==> src/sv/tcdc_pkg.sv <==
package tcdc_pkg;

  localparam int VOLT_BITS    = 16;
  localparam int POWER_BITS   = 32;
  localparam int MODE_BITS    = 2;
  localparam int SSIZE_BITS   = 13;
  localparam int NSTEPS_BITS  = 6;
  localparam int STEP_BITS    = 7;
  localparam int CHANGE_BITS  = 8;
  localparam int RATIO_BITS   = 17;

  localparam int ADDR_BITS    = 5;
  localparam int DATA_BITS    = 32;
  localparam int IDX_BITS     = 3;

  // |2(v - vref)| - band, and the divisor 2 * step_size
  localparam int MAG_BITS     = VOLT_BITS + 1;
  localparam int DIVISOR_BITS = SSIZE_BITS + 1;

  localparam int QSAT         = 128;
  localparam int Q_BITS       = $clog2(QSAT) + 1;
  localparam int SUM_BITS     = 10;
  localparam int PROD_BITS    = STEP_BITS + SSIZE_BITS + 1;
  localparam int RSUM_BITS    = PROD_BITS + 1;

  localparam int RATIO_ONE      = 16384;
  localparam int RATIO_MAX      = 131071;
  localparam int POWER_DEADZONE = 100;

  localparam int DEF_MAX_STEPS  = 32;
  localparam int DEF_VOLT_WIDTH = 16;

  localparam logic [MODE_BITS-1:0] MODE_FORWARD = 2'd0;
  localparam logic [MODE_BITS-1:0] MODE_POWER   = 2'd1;
  localparam logic [MODE_BITS-1:0] MODE_LOCKED  = 2'd2;

  localparam logic [MODE_BITS-1:0] SUB_INVERT    = 2'd0;
  localparam logic [MODE_BITS-1:0] SUB_BYPASS    = 2'd1;
  localparam logic [MODE_BITS-1:0] SUB_NO_INVERT = 2'd2;

  localparam logic [VOLT_BITS-1:0]   RST_VREF   = 16'd16384;
  localparam logic [VOLT_BITS-1:0]   RST_BAND   = 16'd328;
  localparam logic [SSIZE_BITS-1:0]  RST_SSIZE  = 13'd102;
  localparam logic [NSTEPS_BITS-1:0] RST_NSTEPS = 6'd16;

  typedef enum logic [IDX_BITS-1:0] {
    REG_CONTROL_MODE     = 3'd0,
    REG_REVERSE_SUB_MODE = 3'd1,
    REG_VREF_FORWARD     = 3'd2,
    REG_VREF_REVERSE     = 3'd3,
    REG_BAND_FORWARD     = 3'd4,
    REG_BAND_REVERSE     = 3'd5,
    REG_STEP_SIZE        = 3'd6,
    REG_NUM_STEPS        = 3'd7
  } reg_idx_t;

  typedef struct packed {
    logic [MODE_BITS-1:0]   control_mode;
    logic [MODE_BITS-1:0]   reverse_sub_mode;
    logic [VOLT_BITS-1:0]   vref_forward;
    logic [VOLT_BITS-1:0]   vref_reverse;
    logic [VOLT_BITS-1:0]   band_forward;
    logic [VOLT_BITS-1:0]   band_reverse;
    logic [SSIZE_BITS-1:0]  step_size;
    logic [NSTEPS_BITS-1:0] num_steps;
  } cfg_t;

  typedef struct packed {
    logic                    start;
    logic [MAG_BITS-1:0]     dividend;
    logic [DIVISOR_BITS-1:0] divisor;
  } div_req_t;

  typedef struct packed {
    logic                busy;
    logic                done;
    logic [MAG_BITS-1:0] quotient;
  } div_rsp_t;

endpackage

==> src/sv/tcdc_meas_if.sv <==
interface tcdc_meas_if;
  import tcdc_pkg::*;

  logic                         valid;
  logic                         ready;
  logic [VOLT_BITS-1:0]         volt_fwd_bus;
  logic [VOLT_BITS-1:0]         volt_rev_bus;
  logic signed [POWER_BITS-1:0] active_power_w;
  logic                         fwd_bus_ok;
  logic                         rev_bus_ok;
  logic                         terminals_ok;

  modport source (
    output valid, volt_fwd_bus, volt_rev_bus, active_power_w,
    output fwd_bus_ok, rev_bus_ok, terminals_ok,
    input  ready
  );

  modport sink (
    input  valid, volt_fwd_bus, volt_rev_bus, active_power_w,
    input  fwd_bus_ok, rev_bus_ok, terminals_ok,
    output ready
  );

endinterface

==> src/sv/tcdc_result_if.sv <==
interface tcdc_result_if;
  import tcdc_pkg::*;

  logic                          valid;
  logic                          ready;
  logic                          success;
  logic                          tap_changed;
  logic signed [STEP_BITS-1:0]   step_now;
  logic signed [CHANGE_BITS-1:0] step_change;
  logic [RATIO_BITS-1:0]         tap_ratio;
  logic                          flow_reverse;

  modport source (
    output valid, success, tap_changed, step_now, step_change, tap_ratio, flow_reverse,
    input  ready
  );

  modport sink (
    input  valid, success, tap_changed, step_now, step_change, tap_ratio, flow_reverse,
    output ready
  );

endinterface

==> src/sv/tcdc_regs.sv <==
module tcdc_regs (
  input  logic                           clk,
  input  logic                           rst,
  input  logic                           psel,
  input  logic                           penable,
  input  logic                           pwrite,
  input  logic [tcdc_pkg::ADDR_BITS-1:0] paddr,
  input  logic [tcdc_pkg::DATA_BITS-1:0] pwdata,
  output logic [tcdc_pkg::DATA_BITS-1:0] prdata,
  output logic                           pready,
  output tcdc_pkg::cfg_t                 cfg
);
  import tcdc_pkg::*;

  logic     wr_en;
  reg_idx_t idx;

  assign pready = 1'b1;
  assign wr_en  = psel & penable & pwrite & pready;
  assign idx    = reg_idx_t'(paddr[ADDR_BITS-1:2]);

  always_ff @(posedge clk) begin
    if (rst) begin
      cfg.control_mode     <= MODE_FORWARD;
      cfg.reverse_sub_mode <= SUB_INVERT;
      cfg.vref_forward     <= RST_VREF;
      cfg.vref_reverse     <= RST_VREF;
      cfg.band_forward     <= RST_BAND;
      cfg.band_reverse     <= RST_BAND;
      cfg.step_size        <= RST_SSIZE;
      cfg.num_steps        <= RST_NSTEPS;
    end else if (wr_en) begin
      unique case (idx)
        REG_CONTROL_MODE:     cfg.control_mode     <= pwdata[MODE_BITS-1:0];
        REG_REVERSE_SUB_MODE: cfg.reverse_sub_mode <= pwdata[MODE_BITS-1:0];
        REG_VREF_FORWARD:     cfg.vref_forward     <= pwdata[VOLT_BITS-1:0];
        REG_VREF_REVERSE:     cfg.vref_reverse     <= pwdata[VOLT_BITS-1:0];
        REG_BAND_FORWARD:     cfg.band_forward     <= pwdata[VOLT_BITS-1:0];
        REG_BAND_REVERSE:     cfg.band_reverse     <= pwdata[VOLT_BITS-1:0];
        REG_STEP_SIZE:        cfg.step_size        <= pwdata[SSIZE_BITS-1:0];
        REG_NUM_STEPS:        cfg.num_steps        <= pwdata[NSTEPS_BITS-1:0];
      endcase
    end
  end

  always_comb begin
    prdata = '0;
    unique case (idx)
      REG_CONTROL_MODE:     prdata[MODE_BITS-1:0]   = cfg.control_mode;
      REG_REVERSE_SUB_MODE: prdata[MODE_BITS-1:0]   = cfg.reverse_sub_mode;
      REG_VREF_FORWARD:     prdata[VOLT_BITS-1:0]   = cfg.vref_forward;
      REG_VREF_REVERSE:     prdata[VOLT_BITS-1:0]   = cfg.vref_reverse;
      REG_BAND_FORWARD:     prdata[VOLT_BITS-1:0]   = cfg.band_forward;
      REG_BAND_REVERSE:     prdata[VOLT_BITS-1:0]   = cfg.band_reverse;
      REG_STEP_SIZE:        prdata[SSIZE_BITS-1:0]  = cfg.step_size;
      REG_NUM_STEPS:        prdata[NSTEPS_BITS-1:0] = cfg.num_steps;
    endcase
  end

endmodule

==> src/sv/tcdc_div.sv <==
module tcdc_div (
  input  logic               clk,
  input  logic               rst,
  input  tcdc_pkg::div_req_t req,
  output tcdc_pkg::div_rsp_t rsp
);
  import tcdc_pkg::*;

  localparam int STEPS    = MAG_BITS;
  localparam int CNT_BITS = $clog2(STEPS);

  logic                    busy;
  logic                    done;
  logic [CNT_BITS-1:0]     cnt;
  logic [DIVISOR_BITS-1:0] rem;
  logic [DIVISOR_BITS-1:0] dsr;
  logic [MAG_BITS-1:0]     dvd;
  logic [MAG_BITS-1:0]     quo;
  logic [DIVISOR_BITS:0]   trial;
  logic [DIVISOR_BITS:0]   diff;
  logic                    fits;

  // restoring division, one quotient bit per cycle
  assign trial = {rem, dvd[MAG_BITS-1]};
  assign diff  = trial - {1'b0, dsr};
  assign fits  = trial >= {1'b0, dsr};

  always_ff @(posedge clk) begin
    if (rst) begin
      busy <= 1'b0;
      done <= 1'b0;
      cnt  <= '0;
    end else begin
      done <= 1'b0;
      if (req.start) begin
        busy <= 1'b1;
        cnt  <= '0;
        rem  <= '0;
        dvd  <= req.dividend;
        dsr  <= req.divisor;
      end else if (busy) begin
        rem <= fits ? diff[DIVISOR_BITS-1:0] : trial[DIVISOR_BITS-1:0];
        quo <= {quo[MAG_BITS-2:0], fits};
        dvd <= {dvd[MAG_BITS-2:0], 1'b0};
        cnt <= cnt + 1'b1;
        if (cnt == CNT_BITS'(STEPS - 1)) begin
          busy <= 1'b0;
          done <= 1'b1;
        end
      end
    end
  end

  assign rsp.busy     = busy;
  assign rsp.done     = done;
  assign rsp.quotient = quo;

endmodule

==> src/sv/tap_changer_deadband_control.sv <==
// Tap changer dead band control for a step voltage regulator.
// Measurement words arrive on the meas channel (valid/ready); each one is a
// control evaluation and yields exactly one word on the result channel.
// Control registers sit on an APB-style port, 4 bytes apart, pready tied high;
// write them only while the block is idle.
// When a step move needs a division (nonzero magnitude and step size), the
// quotient comes from the bit-serial divider, one quotient bit per cycle.
// One word is in work at a time: meas ready is high only while the
// sequencer idles, so a new word is taken only once the last one has
// reached the output register.
// The result sits in an output register; the next word is accepted while it
// waits. If the receiver stalls, the finished evaluation holds in its final
// step until the output register frees, and no new word is taken meanwhile.
// Reset (rst, synchronous) restores the register defaults, sets the step
// position and its previous value to zero, clears result valid and returns to idle.
module tap_changer_deadband_control #(
  parameter int MAX_STEPS  = tcdc_pkg::DEF_MAX_STEPS,
  parameter int VOLT_WIDTH = tcdc_pkg::DEF_VOLT_WIDTH
) (
  input  logic                           clk,
  input  logic                           rst,
  input  logic                           psel,
  input  logic                           penable,
  input  logic                           pwrite,
  input  logic [tcdc_pkg::ADDR_BITS-1:0] paddr,
  input  logic [tcdc_pkg::DATA_BITS-1:0] pwdata,
  output logic [tcdc_pkg::DATA_BITS-1:0] prdata,
  output logic                           pready,
  tcdc_meas_if.sink                      meas,
  tcdc_result_if.source                  result
);
  import tcdc_pkg::*;

  localparam int V_EFF = (VOLT_WIDTH < VOLT_BITS) ? VOLT_WIDTH : VOLT_BITS;
  localparam logic [VOLT_BITS-1:0] VMASK = VOLT_BITS'((64'd1 << V_EFF) - 64'd1);
  localparam logic [NSTEPS_BITS-1:0] LIM_MAX = NSTEPS_BITS'(MAX_STEPS);
  localparam logic signed [SUM_BITS-1:0] POS_LIM = SUM_BITS'(MAX_STEPS);
  localparam logic signed [POWER_BITS-1:0] POWER_REV_LIMIT = POWER_BITS'(-POWER_DEADZONE);

  typedef enum logic [2:0] {
    S_IDLE,
    S_EVAL,
    S_DIV,
    S_APPLY,
    S_MUL,
    S_DONE
  } state_t;

  cfg_t     cfg;
  div_req_t div_req;
  div_rsp_t div_rsp;
  state_t   state;

  logic [VOLT_BITS-1:0]         vfwd_r;
  logic [VOLT_BITS-1:0]         vrev_r;
  logic signed [POWER_BITS-1:0] power_r;
  logic                         fwd_ok_r;
  logic                         rev_ok_r;
  logic                         term_ok_r;

  logic signed [STEP_BITS-1:0]  step_pos;
  logic signed [STEP_BITS-1:0]  step_prev;
  logic                         ok_r;
  logic                         rev_r;
  logic                         zero_r;
  logic                         move_r;
  logic                         neg_r;
  logic [MAG_BITS-1:0]          mag_r;
  logic signed [PROD_BITS-1:0]  prod_r;

  logic                         locked;
  logic                         pow_mode;
  logic                         rev;
  logic                         term_fail;
  logic                         bypass;
  logic                         bus_ok;
  logic                         vf_ge;
  logic                         outside;
  logic                         invert;
  logic                         move_go;
  logic                         div_go;
  logic [VOLT_BITS-1:0]         vf;
  logic [VOLT_BITS-1:0]         vref;
  logic [VOLT_BITS-1:0]         band;
  logic [VOLT_BITS-1:0]         adiff;
  logic [MAG_BITS-1:0]          ad2;
  logic [MAG_BITS-1:0]          mag;

  logic [Q_BITS-1:0]            q_mag;
  logic signed [SUM_BITS-1:0]   pos_ext;
  logic signed [SUM_BITS-1:0]   move;
  logic signed [SUM_BITS-1:0]   sum;
  logic signed [SUM_BITS-1:0]   lim;
  logic signed [SUM_BITS-1:0]   pos_clamp;
  logic [NSTEPS_BITS-1:0]       lim_u;

  logic signed [RSUM_BITS-1:0]  ratio_sum;
  logic [RATIO_BITS-1:0]        ratio;
  logic                         out_free;

  tcdc_regs u_regs (
    .clk     (clk),
    .rst     (rst),
    .psel    (psel),
    .penable (penable),
    .pwrite  (pwrite),
    .paddr   (paddr),
    .pwdata  (pwdata),
    .prdata  (prdata),
    .pready  (pready),
    .cfg     (cfg)
  );

  tcdc_div u_div (
    .clk (clk),
    .rst (rst),
    .req (div_req),
    .rsp (div_rsp)
  );

  // evaluation of the captured word
  always_comb begin
    locked    = cfg.control_mode >= MODE_LOCKED;
    pow_mode  = cfg.control_mode == MODE_POWER;
    rev       = pow_mode && (power_r <= POWER_REV_LIMIT);
    term_fail = pow_mode && !term_ok_r;
    bypass    = rev && (cfg.reverse_sub_mode == SUB_BYPASS);
    bus_ok    = rev ? rev_ok_r : fwd_ok_r;
    vf        = (rev ? vrev_r : vfwd_r) & VMASK;
    vref      = (rev ? cfg.vref_reverse : cfg.vref_forward) & VMASK;
    band      = (rev ? cfg.band_reverse : cfg.band_forward) & VMASK;
    vf_ge     = vf >= vref;
    adiff     = vf_ge ? (vf - vref) : (vref - vf);
    ad2       = {adiff, 1'b0};
    outside   = ad2 >= {1'b0, band};
    mag       = ad2 - {1'b0, band};
    invert    = rev && (cfg.reverse_sub_mode != SUB_NO_INVERT);
    move_go   = !locked && !term_fail && !bypass && bus_ok && outside;
    div_go    = move_go && (mag != '0) && (cfg.step_size != '0);
  end

  assign div_req.start    = (state == S_EVAL) && div_go;
  assign div_req.dividend = mag;
  assign div_req.divisor  = {cfg.step_size, 1'b0};

  // truncated quotient plus one, saturated at QSAT, then clamp
  always_comb begin
    if (mag_r == '0) begin
      q_mag = '0;
    end else if (cfg.step_size == '0) begin
      q_mag = Q_BITS'(QSAT);
    end else if (div_rsp.quotient >= MAG_BITS'(QSAT - 1)) begin
      q_mag = Q_BITS'(QSAT);
    end else begin
      q_mag = div_rsp.quotient[Q_BITS-1:0] + Q_BITS'(1);
    end
    pos_ext = SUM_BITS'(step_pos);
    move    = neg_r ? -$signed({2'b00, q_mag}) : $signed({2'b00, q_mag});
    sum     = pos_ext + move;
    lim_u   = (cfg.num_steps < LIM_MAX) ? cfg.num_steps : LIM_MAX;
    lim     = $signed({{(SUM_BITS-NSTEPS_BITS){1'b0}}, lim_u});
    if (sum > lim) begin
      pos_clamp = lim;
    end else if (sum < -lim) begin
      pos_clamp = -lim;
    end else begin
      pos_clamp = sum;
    end
  end

  always_comb begin
    ratio_sum = RSUM_BITS'(prod_r) + RSUM_BITS'(RATIO_ONE);
    if (ratio_sum < 0) begin
      ratio = '0;
    end else if (ratio_sum > RSUM_BITS'(RATIO_MAX)) begin
      ratio = RATIO_BITS'(RATIO_MAX);
    end else begin
      ratio = ratio_sum[RATIO_BITS-1:0];
    end
    out_free = !result.valid || result.ready;
  end

  assign meas.ready = (state == S_IDLE);

  always_ff @(posedge clk) begin
    if (rst) begin
      state        <= S_IDLE;
      step_pos     <= '0;
      step_prev    <= '0;
      result.valid <= 1'b0;
    end else begin
      if (result.valid && result.ready && (state != S_DONE)) begin
        result.valid <= 1'b0;
      end
      unique case (state)
        S_IDLE: begin
          if (meas.valid) begin
            vfwd_r    <= meas.volt_fwd_bus;
            vrev_r    <= meas.volt_rev_bus;
            power_r   <= meas.active_power_w;
            fwd_ok_r  <= meas.fwd_bus_ok;
            rev_ok_r  <= meas.rev_bus_ok;
            term_ok_r <= meas.terminals_ok;
            state     <= S_EVAL;
          end
        end
        S_EVAL: begin
          if (!locked) begin
            step_prev <= step_pos;
          end
          ok_r   <= !locked && !term_fail && (bypass || bus_ok);
          rev_r  <= rev;
          zero_r <= !locked && !term_fail && bypass;
          move_r <= move_go;
          neg_r  <= vf_ge ^ invert;
          mag_r  <= mag;
          state  <= div_go ? S_DIV : S_APPLY;
        end
        S_DIV: begin
          if (div_rsp.done) begin
            state <= S_APPLY;
          end
        end
        S_APPLY: begin
          if (zero_r) begin
            step_pos <= '0;
          end else if (move_r) begin
            step_pos <= pos_clamp[STEP_BITS-1:0];
          end
          state <= S_MUL;
        end
        S_MUL: begin
          prod_r <= step_pos * $signed({1'b0, cfg.step_size});
          state  <= S_DONE;
        end
        S_DONE: begin
          if (out_free) begin
            result.valid        <= 1'b1;
            result.success      <= ok_r;
            result.tap_changed  <= ok_r && (step_pos != step_prev);
            result.step_now     <= step_pos;
            result.step_change  <= CHANGE_BITS'(step_pos) - CHANGE_BITS'(step_prev);
            result.tap_ratio    <= ratio;
            result.flow_reverse <= ok_r && rev_r;
            state               <= S_IDLE;
          end
        end
      endcase
    end
  end

`ifndef ASSERT_OFF
  a_pos_range: assert property (@(posedge clk) disable iff (rst)
    (pos_ext <= POS_LIM) && (pos_ext >= -POS_LIM))
    else $error("step position beyond MAX_STEPS");

  a_div_state: assert property (@(posedge clk) disable iff (rst)
    (div_rsp.busy || div_rsp.done) |-> (state == S_DIV))
    else $error("divider active outside its state");

  a_div_done: assert property (@(posedge clk) disable iff (rst)
    (state == S_DIV) && div_rsp.done |=> (state == S_APPLY))
    else $error("quotient not taken");

  a_changed: assert property (@(posedge clk) disable iff (rst)
    result.valid && result.tap_changed |-> result.success && (result.step_change != '0))
    else $error("tap change without a move");

  a_rev_ok: assert property (@(posedge clk) disable iff (rst)
    result.valid && result.flow_reverse |-> result.success)
    else $error("reverse flow flagged on failed evaluation");
`endif

endmodule
==> src/flat_wrapper.sv <==
// flat-port wrapper written by rule: the top's interface ports become plain ports
module tap_changer_deadband_control_flat import tcdc_pkg::*;
#(
  parameter int MAX_STEPS  = tcdc_pkg::DEF_MAX_STEPS,
  parameter int VOLT_WIDTH = tcdc_pkg::DEF_VOLT_WIDTH
)
  (clk, rst, psel, penable, pwrite, paddr, pwdata, prdata, pready, meas_valid, meas_volt_fwd_bus, meas_volt_rev_bus, meas_active_power_w, meas_fwd_bus_ok, meas_rev_bus_ok, meas_terminals_ok, meas_ready, result_valid, result_success, result_tap_changed, result_step_now, result_step_change, result_tap_ratio, result_flow_reverse, result_ready);
  tcdc_meas_if meas_i ();
  tcdc_result_if result_i ();
  input  logic clk;
  input  logic rst;
  input  logic psel;
  input  logic penable;
  input  logic pwrite;
  input  logic [tcdc_pkg::ADDR_BITS-1:0] paddr;
  input  logic [tcdc_pkg::DATA_BITS-1:0] pwdata;
  output logic [tcdc_pkg::DATA_BITS-1:0] prdata;
  output logic pready;
  input wire logic [$bits(meas_i.valid)-1:0] meas_valid;
  input wire logic [$bits(meas_i.volt_fwd_bus)-1:0] meas_volt_fwd_bus;
  input wire logic [$bits(meas_i.volt_rev_bus)-1:0] meas_volt_rev_bus;
  input wire logic [$bits(meas_i.active_power_w)-1:0] meas_active_power_w;
  input wire logic [$bits(meas_i.fwd_bus_ok)-1:0] meas_fwd_bus_ok;
  input wire logic [$bits(meas_i.rev_bus_ok)-1:0] meas_rev_bus_ok;
  input wire logic [$bits(meas_i.terminals_ok)-1:0] meas_terminals_ok;
  output wire logic [$bits(meas_i.ready)-1:0] meas_ready;
  output wire logic [$bits(result_i.valid)-1:0] result_valid;
  output wire logic [$bits(result_i.success)-1:0] result_success;
  output wire logic [$bits(result_i.tap_changed)-1:0] result_tap_changed;
  output wire logic [$bits(result_i.step_now)-1:0] result_step_now;
  output wire logic [$bits(result_i.step_change)-1:0] result_step_change;
  output wire logic [$bits(result_i.tap_ratio)-1:0] result_tap_ratio;
  output wire logic [$bits(result_i.flow_reverse)-1:0] result_flow_reverse;
  input wire logic [$bits(result_i.ready)-1:0] result_ready;
  assign meas_i.valid = meas_valid;
  assign meas_i.volt_fwd_bus = meas_volt_fwd_bus;
  assign meas_i.volt_rev_bus = meas_volt_rev_bus;
  assign meas_i.active_power_w = meas_active_power_w;
  assign meas_i.fwd_bus_ok = meas_fwd_bus_ok;
  assign meas_i.rev_bus_ok = meas_rev_bus_ok;
  assign meas_i.terminals_ok = meas_terminals_ok;
  assign meas_ready = meas_i.ready;
  assign result_valid = result_i.valid;
  assign result_success = result_i.success;
  assign result_tap_changed = result_i.tap_changed;
  assign result_step_now = result_i.step_now;
  assign result_step_change = result_i.step_change;
  assign result_tap_ratio = result_i.tap_ratio;
  assign result_flow_reverse = result_i.flow_reverse;
  assign result_i.ready = result_ready;
  tap_changer_deadband_control #(.MAX_STEPS(MAX_STEPS), .VOLT_WIDTH(VOLT_WIDTH)) u_core (.clk(clk), .rst(rst), .psel(psel), .penable(penable), .pwrite(pwrite), .paddr(paddr), .pwdata(pwdata), .prdata(prdata), .pready(pready), .meas(meas_i), .result(result_i));
endmodule
==> config.mk <==
export PLATFORM = sky130hd
export DESIGN_NAME = tap_changer_deadband_control_flat
export DESIGN_NICKNAME = d
export VERILOG_FILES = /design/src/sv/tcdc_pkg.sv /design/src/sv/tcdc_meas_if.sv /design/src/sv/tcdc_result_if.sv /design/src/sv/tcdc_regs.sv /design/src/sv/tcdc_div.sv /design/src/sv/tap_changer_deadband_control.sv /design/src/flat_wrapper.sv
export SDC_FILE = /design/constraint.sdc
export NUM_CORES = 1
export LEC_CHECK = 0
export ABC_AREA = 1
export BUFFER_PORTS_ARGS = -buffer_cell sky130_fd_sc_hd__buf_2
export CORE_UTILIZATION = 60
export DETAILED_ROUTE_END_ITERATION = 6
export PLACE_DENSITY = 0.77
export SYNTH_ARGS = -nofsm -noshare
export SYNTH_HDL_FRONTEND = slang
export SYNTH_SLANG_ARGS = --single-unit
==> constraint.sdc <==
create_clock -name clk -period 21.4 [get_ports clk]
set_clock_uncertainty 0.05 [all_clocks]
set_input_delay 2.14 -clock clk [delete_from_list [all_inputs] [get_ports clk]]
set_output_delay 2.14 -clock clk [all_outputs]
set_load 0.01 [all_outputs]
==> reports/summary.json <==
{
  "cts.path.max_buffers": 3,
  "timing.max_slew.rel_slack_pct": 23.55,
  "yosys.area.top_type_share_pct": 30.61,
  "critical_path.endpoint_type": "flip-flop",
  "drc": 0,
  "cts.htree.levels": 2,
  "grt_start_max_net_pins": 94,
  "ir_worst_vdd_mv": 0.07028,
  "mean_syn_cell_area_um2": 8.422,
  "ys_warn_count": 0,
  "dp_slack_ps": 12160,
  "drt.antenna.violating_nets": 0,
  "dr.pass1.iters": 6,
  "filler_cell_count": 2734,
  "clock_sink_count": 318,
  "timing.critical_path.mode_cell": "nand2_1",
  "grt_first_pass_wirelength_um": 80000,
  "final_core_utilization_pct": 68.37,
  "grt_setup_unrepaired": "false",
  "postCtsSetupRepairBufs": 0,
  "dominantRegCellSynth": "edfxtp_1",
  "multi_input_comb_area_um2": 9931,
  "synthTopCellsByArea": "edfxtp_1 (31%), dfxtp_1 (11%), ha_1 (9.3%)",
  "die_area_um2": 34430,
  "cpPeakStageDelay_ps": 890,
  "synth.cell_area_um2": 20210,
  "worst_pin_slew_ps": 1143,
  "final_common_cell": "nand2_1",
  "register_area_um2": 8428,
  "cell_taking_the_most_area_after_synthesis": "edfxtp_1",
  "place_congestion": 0.9826,
  "timing_hold_violations_final": 0,
  "synth_async_sr_flop_share_pct": 0,
  "tritoncts_clock_tree": "done",
  "worst-path-buf-inv": 3,
  "status": "finished, final reports clean",
  "most-common-layout-cells": "nand2_1 (472), inv_1 (377), edfxtp_1 (206)",
  "tightest_hold_check_type": "reg -> reg",
  "die_h_um": 185.5,
  "final_critical_path_time_including_i_o_delays_and_setup_ps": 9354,
  "netlist_instances": 2400,
  "place_inst": 2929,
  "worstSetupStartpointType": "flip-flop",
  "worst-endpoint-required_ps": 21490,
  "setup_viol": 0,
  "setup_slack_ps": 12050,
  "globalRouteOverflowTotal": 0,
  "postLayoutCellArea_um2": 22470,
  "place_hpwl_um": 36780,
  "timing.critical_path.max_delay_family": "simple AND/OR/NAND/NOR gates",
  "cts_resized": 0,
  "cts-buffers-inserted": 35,
  "crit_fanout": 36,
  "finalCritPeriodShare_pct": 43.71,
  "area.growth.synth_to_final_pct": 11.17,
  "synth-seq-area-share_pct": 41.70,
  "clkLatencyLatePin_ps": 540,
  "fin_tns_setup_ps": 0,
  "final_instance_count_without_filler_cells": 2997,
  "timing.fmax_mhz": 106.9,
  "p_per_area_nw_per_um2": 74.34,
  "die_width_um": 185.5,
  "finalNetCount": 2846,
  "placeableCoreArea_um2": 32870,
  "vias_per_cell": 5.540,
  "root_buffer": "clkbuf_16",
  "synth_enable_flop_cells": 206,
  "ioPinCount": 181,
  "fin_total_pwr_mw": 1.670,
  "post_route_cells_drive_above_1_share_pct": 10.58,
  "cts-hold-fix-buffers": 0,
  "data_arrival_time_of_the_critical_path_ps": 9440,
  "leakage_nw": 10.90,
  "slew_viol_final": 0,
  "category_of_the_most_critical_setup_path": "reg -> reg",
  "num_vias": 16604,
  "initial_core_util_pct": 61.50,
  "grt_use_total_pct": 29.59,
  "port-buffer-count": 145,
  "route.detailed.wl_per_inst_um": 16.59,
  "detailed_place.area_um2": 21250,
  "post_synth_num_cell_types": 55,
  "grt_antenna_before_repair": 5,
  "drtIter0Drc": 1166,
  "drt_wl_total_um": 49710,
  "drv.max_cap_violation_count": 0,
  "worst_setup_hold_path_clk_slew_ps": 60,
  "number_of_global_route_vias_before_repair": 16536,
  "critical-path-slowest-cell": "nor2_1",
  "std_cell_rows": 66,
  "hold_ws_ps": 398.6,
  "synth.ff_latch_count": 318
}
==> per-layer routing <==
metal	vias to the layer above	share of wire (%)	GRT usage (%)	wire length (µm)
met3	124	6.0	4.481	2997
li1	8108	-	-	-
met4	4	3.7	13.15	1853
met5	-	0.054	0	27
met1	7806	40	35.00	20060
met2	562	50	52.99	24770
==> worst paths after layout <==
| check | slack [ps] | endpoint | from | cells past startpoint |
|---|---|---|---|---|
| worst max register to register | 12050 | u_core.u_div.dsr[12] | u_core.power_r[6] | 34 |
| worst min-delay path | 400 | u_core.u_div.quo[15] | u_core.u_div.quo[14] | 0 |
| worst min register to register | 400 | u_core.u_div.quo[15] | u_core.u_div.quo[14] | 0 |
| worst max-delay path | 12050 | u_core.u_div.dsr[12] | u_core.power_r[6] | 34 |
==> layout make-up <==
class / count / share of cell area (%)
multi-input cells: 1607 / 44.20
flip-flops and latches: 318 / 37.51
inverters: 404 / 6.749
clock buffers: 51 / 4.677
repair buffers: 158 / 3.664
well taps: 442 / 2.461
clock inverters: 13 / 0.7016
diodes: 4 / 0.04455
==> cell usage after synthesis (all sizes together), types with 9 or more instances <==
master and count:
xor2 53, clkbuf 52, fa 61, nand2 477
a21o 10, o211ai 9, inv 399, o21ai 215
o2111ai 10, nor3 33, nor2 201, ha 150
nand3 74, xnor2 23, a21oi 166, edfxtp 206
or2 10, buf 34, nand4 11, dfxtp 112
a22oi 12
==> logic make-up (layout without fill, tap and decap cells) <==
kind of cell	count (synthesis)	after routing	synth area share, %
other	2	21	0.03716
AO/OA/AOI/OAI	472	472	12.98
adder cells (fa/ha/maj)	211	211	15.33
AND/OR/NAND/NOR	824	824	16.72
flip-flops	318	318	41.70
XOR/XNOR	76	76	3.293
buffers and inverters	490	626	9.595
multiplexers	7	7	0.3467
==> sequential cells by signal (all words and copies together) (netlist names), 17 cells and up <==
| signal | flops |
|---|---|
| u_core.result.tap_ratio | 17 |
| u_core.u_div.quo | 17 |
| u_core.power_r | 32 |
| u_core.u_div.dvd | 17 |
| u_core.u_regs.cfg | 87 |
| u_core.mag_r | 17 |
| u_core.prod_r | 21 |
==> where the power goes <==
group	switching [mW]	internal (mW)
clock network	0.246	0.379
registers	0.0166	0.707
logic	0.215	0.106
total	0.478	1.19
(Power assumes the default switching activity.)
